## src/design/lru_pkg.sv

```systemverilog
// Package for the LRU page replacement block: sizes, payload types and the
// lookup result struct shared by the interfaces, lru_sel and the top level.
// No dependencies.
package lru_pkg;

  // Built frame count and page number width
  localparam int FRAMES     = 16;
  localparam int PAGE_WIDTH = 16;

  // Derived widths
  localparam int SLOT_W = (FRAMES > 1) ? $clog2(FRAMES) : 1;
  localparam int RANK_W = SLOT_W;
  localparam int ACT_W  = 5;
  localparam int CNT_W  = 32;

  typedef logic [PAGE_WIDTH-1:0] page_t;
  typedef logic [SLOT_W-1:0]     slot_t;
  typedef logic [RANK_W-1:0]     rank_t;
  typedef logic [ACT_W-1:0]      act_t;
  typedef logic [CNT_W-1:0]      cnt_t;

  typedef logic [FRAMES-1:0][PAGE_WIDTH-1:0] page_arr_t;
  typedef logic [FRAMES-1:0][RANK_W-1:0]     rank_arr_t;

  // Active frame count after reset
  localparam act_t ACT_RESET = act_t'(16);

  // Outcome of one lookup against the frame table
  typedef struct packed {
    logic  hit;    // page resident in an active frame
    logic  fill;   // miss, an empty active frame takes the page
    logic  evict;  // miss, the least recent active frame is replaced
    slot_t slot;   // frame that holds the page afterwards
  } sel_t;

endpackage

```

## src/design/lru_sel.sv

```systemverilog
// Frame selection for one page request: parallel tag compare, first empty
// frame and least recent frame among the active frames. Depends on lru_pkg.
module lru_sel import lru_pkg::*; (
  input  page_t               page,
  input  page_arr_t           frame_page,
  input  logic [FRAMES-1:0]   frame_valid,
  input  rank_arr_t           rank,
  input  logic [FRAMES-1:0]   active,
  output sel_t                sel
);

  logic [FRAMES-1:0] match;
  logic [FRAMES-1:0] empty;
  logic [FRAMES-1:0] oldest;
  slot_t             match_slot;
  slot_t             empty_slot;
  slot_t             oldest_slot;

  // Per-frame compare and empty flags
  always_comb begin
    for (int i = 0; i < FRAMES; i++) begin
      match[i] = active[i] && frame_valid[i] && (frame_page[i] == page);
      empty[i] = active[i] && !frame_valid[i];
    end
  end

  // Frame i is the victim when it is strictly older than every lower active
  // frame and no younger than every higher one (lowest index wins a tie)
  always_comb begin
    for (int i = 0; i < FRAMES; i++) begin
      oldest[i] = active[i];
      for (int j = 0; j < FRAMES; j++) begin
        if (active[j] && j < i && !(rank[i] > rank[j])) begin
          oldest[i] = 1'b0;
        end
        if (active[j] && j > i && !(rank[i] >= rank[j])) begin
          oldest[i] = 1'b0;
        end
      end
    end
  end

  // Lowest set bit of each vector
  always_comb begin
    match_slot  = '0;
    empty_slot  = '0;
    oldest_slot = '0;
    for (int i = FRAMES - 1; i >= 0; i--) begin
      if (match[i]) begin
        match_slot = slot_t'(i);
      end
      if (empty[i]) begin
        empty_slot = slot_t'(i);
      end
      if (oldest[i]) begin
        oldest_slot = slot_t'(i);
      end
    end
  end

  // Combine into the lookup outcome
  always_comb begin
    sel.hit   = |match;
    sel.fill  = !(|match) && (|empty);
    sel.evict = !(|match) && !(|empty);
    if (|match) begin
      sel.slot = match_slot;
    end else if (|empty) begin
      sel.slot = empty_slot;
    end else begin
      sel.slot = oldest_slot;
    end
  end

endmodule

```

## config.mk

```make
export PLATFORM = sky130hd
export DESIGN_NAME = lru_sel
export DESIGN_NICKNAME = d
export VERILOG_FILES = /design/src/design/lru_pkg.sv /design/src/design/lru_sel.sv
export SDC_FILE = /design/constraint.sdc
export NUM_CORES = 1
export LEC_CHECK = 0
export ABC_AREA = 1
export ABC_CLOCK_PERIOD_IN_PS = 2100
export BUFFER_PORTS_ARGS = -buffer_cell sky130_fd_sc_hd__buf_4
export CAP_MARGIN = 10
export CORE_MARGIN = 2
export CORE_UTILIZATION = 52
export DETAILED_ROUTE_END_ITERATION = 10
export GPL_TIMING_DRIVEN = 0
export PLACE_DENSITY = 0.82
export SETUP_SLACK_MARGIN = 0.3
export SLEW_MARGIN = 10
export SYNTH_ARGS = -nofsm -noshare
export SYNTH_HDL_FRONTEND = slang
export SYNTH_SLANG_ARGS = --single-unit
```

## constraint.sdc

```tcl
create_clock -name vclk -period 2.1
set_input_delay 0.21 -clock vclk [all_inputs]
set_output_delay 0.21 -clock vclk [all_outputs]
set_load 0.01 [all_outputs]
```

==> results.sh, run 1 <==
export IMPL_grt_worst_endpoint="sel[1]"
export IMPL_ys_seq_area_share_pct=0
export IMPL_dpl_instance_area_um2=19200
export IMPL_dp_hpwl_mm=66.3
export IMPL_rows=64
export IMPL_synth_cell_types=52
export IMPL_start_util_pct=52.5
export IMPL_lastStage="5_1_grt"
export IMPL_ys_warn_count=0
export IMPL_netlist_top_cell_by_area="ha_1"
export IMPL_placedCellCount=3323
export IMPL_place_congestion=1.23
export IMPL_grt_overflow=15
export IMPL_syn_avg_cell_area_um2=6.22
export IMPL_grt_max_degree=16
export IMPL_die_y_um=179
export IMPL_grt_total_usage_pct=67.7
export IMPL_hold_buffers=0
export IMPL_syn_inst=2566
export IMPL_io_pins=375
export IMPL_synth_area_um2=16000
export IMPL_fp_dieW_um=179
export IMPL_synth_area_leaders="ha_1 38%, nand2_1 15%, o21ai_0 7.7%"
export IMPL_endpoint_type="top-level output"
export IMPL_error="[ERROR GRT-0232] Routing congestion too high. Check the congestion heatmap in the GUI."
export IMPL_yosysTopAreaCellShare_pct=37.6
export IMPL_outcome="did not finish"
export IMPL_post_place_ws_ps=-1510
export IMPL_io_buffers=361
export IMPL_syn_nets=3414
[timing repair]
item                                   in CTS
setup buffers                             148
cloned                                      1
setup endpoints to repair                   7
resized for setup                         382
pin swaps                                  92
endpoints found under the hold margin       0
[metrics by stage]
stage / setup TNS, ps / utilization [%]
2_1_floorplan: -379 / -
3_3_place_gp: -7950 / 63.1
3_5_place_dp: -8100 / 63.1
4_1_cts: -3680 / 72.6
[logic make-up after synthesis]
family / count (synthesis) / synth area share (%)
AO/OA/AOI/OAI: 640 / 22.9
AND/OR/NAND/NOR: 1016 / 26.4
XOR/XNOR: 63 / 3.46
buffers and inverters: 367 / 9.64
adder cells (fa/ha/maj): 480 / 37.6
[synth_stat cells, drive strengths merged]
| cell type | instances |
|---|---|
| a32o | 1 |
| clkinv | 5 |
| nand4 | 52 |
| a32oi | 1 |
| o22ai | 61 |
| a21boi | 1 |
| a2111oi | 2 |
| and3 | 5 |
| clkbuf | 14 |
| o21bai | 20 |
| o221ai | 1 |
| inv | 307 |
| or2 | 21 |
| nand3 | 58 |
| a221oi | 9 |
| a22o | 18 |
| a311oi | 2 |
| o2111a | 2 |
| xnor2 | 12 |
| xor2 | 51 |
| nor2 | 183 |
| a21oi | 208 |
| nor4 | 25 |
| nor3b | 2 |
| buf | 41 |
| a211oi | 15 |
| o2111ai | 12 |
| o31ai | 3 |
| ha | 480 |
| nor3 | 19 |
| nand2 | 650 |
| o211ai | 22 |
| nand3b | 1 |
| o21ai | 251 |
| a31oi | 11 |
[metal layers]
metal  GRT overflow  GRT usage (%)
met2             10           86.7
met5              0           26.6
met3              0           49.1
met1              0           70.8
met4              5           57.7
==> inputs of run 2 (changes only) <==
--- a/config.mk
+++ b/config.mk
@@ -6,15 +6,14 @@
 export NUM_CORES = 1
 export LEC_CHECK = 0
 export ABC_AREA = 1
-export ABC_CLOCK_PERIOD_IN_PS = 2100
+export ABC_CLOCK_PERIOD_IN_PS = 2750
 export BUFFER_PORTS_ARGS = -buffer_cell sky130_fd_sc_hd__buf_4
 export CAP_MARGIN = 10
 export CORE_MARGIN = 2
-export CORE_UTILIZATION = 52
+export CORE_UTILIZATION = 40
 export DETAILED_ROUTE_END_ITERATION = 10
 export GPL_TIMING_DRIVEN = 0
-export PLACE_DENSITY = 0.82
-export SETUP_SLACK_MARGIN = 0.3
+export PLACE_DENSITY_LB_ADDON = 0.15
 export SLEW_MARGIN = 10
 export SYNTH_ARGS = -nofsm -noshare
 export SYNTH_HDL_FRONTEND = slang
==> constraint.sdc (replaced) <==
create_clock -name vclk -period 2.75
set_input_delay 0.275 -clock vclk [all_inputs]
set_output_delay 0.275 -clock vclk [all_outputs]
set_load 0.01 [all_outputs]
==> run 2 against run 1 <==
The flow now finishes, with violations (setup timing). Synthesized cell count stayed put. Synthesized area did not move.
==> results.sh, run 2 <==
export IMPL_outcome="finished with violations"
export IMPL_failed_checks="setup timing"
export IMPL_hold_path_class="input pin to primary output"
export IMPL_crit_type="input pin to primary output"
export IMPL_cp_start_kind="input pin"
export IMPL_io_buffers=361
export IMPL_routed_wirelength_mm=89.6
export IMPL_cpPeakStageDelay_ps=290
export IMPL_worst_pin_slew_ps=765
export IMPL_die_y_um=204
export IMPL_critPathRequiredTime_ps=2480
export IMPL_worstPathCellList="buf_8, clkinvlp_4, buf_6, ha_1, nand2_2, o21ai_2, o21ai_2, nand2_1, o21ai_1, nor2_1, nand3_2, nand2_1, nand2_1, nand2_1, nand2_1, nand2_1, nand2_1, nand2_1, nand2_1, nand2_2, nand3_2, nand2_2, nand2_2, buf_6"
export IMPL_place_congestion=1.04
export IMPL_synth_area_leaders="ha_1 38%, nand2_1 15%, o21ai_0 7.7%"
export IMPL_ys_warn_count=0
export IMPL_p_per_area_nw_per_um2=191
export IMPL_fmax_mhz=317
export IMPL_hold_buffers=0
export IMPL_cp_top_family="simple AND/OR/NAND/NOR gates"
export IMPL_layout_commonest_cell="nand2_1"
export IMPL_fin_hold_ws_ps=1240
export IMPL_drv_cap=0
export IMPL_synth_cell_types=52
export IMPL_yosysTopAreaCellShare_pct=37.6
export IMPL_synth_area_um2=16000
export IMPL_antenna_found_initial=3
export IMPL_arrival_ps=2880
export IMPL_start_util_pct=40.4
export IMPL_critPathMostFrequentCell="nand2_1"
export IMPL_syn_avg_cell_area_um2=6.22
export IMPL_final_util_pct=55.6
export IMPL_vias=21600
export IMPL_fp_dieW_um=204
export IMPL_io_pins=375
export IMPL_fin_crit_sh_pct=115
export IMPL_first_pass_iters=5
export IMPL_nFlopsAndLatches=0
export IMPL_min_period_ps=3150
export IMPL_setup_violations=5
export IMPL_nets=3894
export IMPL_syn_to_final_growth_pct=37.7
export IMPL_dieArea_um2=41500
export IMPL_grt_max_degree=16
export IMPL_critPathBufInv=4
export IMPL_p_leak_nw=11.4
export IMPL_syn_nets=3414
export IMPL_layout_drive_gt1_share_pct=25.2
export IMPL_yosysMostFrequentCell="nand2_1"
export IMPL_viasPerCell=6.05
export IMPL_rows=73
export IMPL_final_cell_mix="608 x nand2_1, 447 x ha_1, 401 x buf_4, 245 x inv_1, 199 x a21oi_1"
export IMPL_core_area_um2=39500
export IMPL_drv_slew=0
export IMPL_crit_slowest_cell="ha_1"
export IMPL_hold_violations=0
export IMPL_ys_seq_area_share_pct=0
export IMPL_route_detailed_drc=0
export IMPL_grt_total_usage_pct=41.6
export IMPL_timing_final_ws_setup_ps=-401
export IMPL_post_place_ws_ps=-908
export IMPL_grt_pass1_vias=21300
export IMPL_dp_hpwl_mm=69.5
export IMPL_ir_drop_v=0.0000867
export IMPL_netlist_top_cell_by_area="ha_1"
export IMPL_relSlewSlack_pct=49.0
export IMPL_ff_latch_area_um2=0
export IMPL_endpoint_kind="primary output"
export IMPL_n_clock_buffer=0
export IMPL_dr_first_iter_drc_count=1895
export IMPL_rsz0062_at_grt="true"
export IMPL_syn_inst=2566
export IMPL_grt_first_pass_wirelength_mm=130
export IMPL_post_drt_wl_per_cell_um=25.1
export IMPL_grt_overflow=0
export IMPL_final_antenna_net_count=0
export IMPL_cp_max_fo=5
export IMPL_yosys_top_cells_count="646 x nand2_1, 480 x ha_1, 294 x inv_1, 247 x o21ai_0, 208 x a21oi_1"
run 2: cells by family after synthesis:
logic type,count (synthesis),share of synthesized area [%]
fa+ha+maj,480,37.6
xor+xnor,63,3.46
simple gates,1016,26.4
compound gates,640,22.9
buf+inv,367,9.64
run 2: final cells by class:
| cell class | count | area (um2) |
|---|---|---|
| fillers | 3912 | 17600 |
| multi-input cells | 2199 | 15300 |
| repair buffers | 477 | 4270 |
| inverters | 312 | 1340 |
| well taps | 525 | 657 |
| plain buffers | 55 | 397 |
| repair inverters | 1 | 7.51 |
| diodes | 3 | 7.51 |
run 2: what timing repair did:
action / in CTS / in global routing
resized for setup: 306 / 102
setup buffers: 97 / 18
pin swaps: 71 / 39
cloned: 2 / 0
setup endpoints to repair: 6 / 7
run 2: routing by layer:
metal  GRT usage, %  up-vias  part of all wire [%]
met5              0        -                     0
met4           27.2        0                   7.8
met3           5.08      351                   8.5
met2           71.1     1254                    46
met1           49.0    10100                    37
li1               -     9927                     -
run 2: path summary, 6_finish.rpt:
| kind | startpoint | endpoint | slack [ps] | cells after the start |
|---|---|---|---|---|
| max | rank[14] | sel[0] | -400 | 24 |
| min | frame_valid[0] | sel[0] | 1240 | 8 |
run 2: report_power, final:
group          leakage, nW  internal [mW]  switching, mW
clock            0.0000190    0.000000147              0
sequential               0              0              0
combinational         11.4           1.71           2.50
run 2: metrics by stage:
stage / area (um2) / setup TNS [ps] / cells / power, mW
6_report: 22000 / -1410 / 3572 / 4.20
5_1_grt: 22000 / -1680 / 3572 / 4.56
4_1_cts: 21500 / -952 / 3551 / 3.94
3_5_place_dp: 19300 / -3420 / 3452 / 3.50
3_3_place_gp: 19300 / -3610 / 3452 / 3.35
2_1_floorplan: 16000 / 0 / 2566 / 1.95
run 2: tightest hold or removal path, cell delays in order:
cell     delay (ps)
buf_4            90
inv_1            30
nand2_1          60
nand3_1          80
a21oi_1         130
a21oi_1          70
nand2_2         110
buf_6           110
No activity file was read; power rests on OpenSTA's default activity.
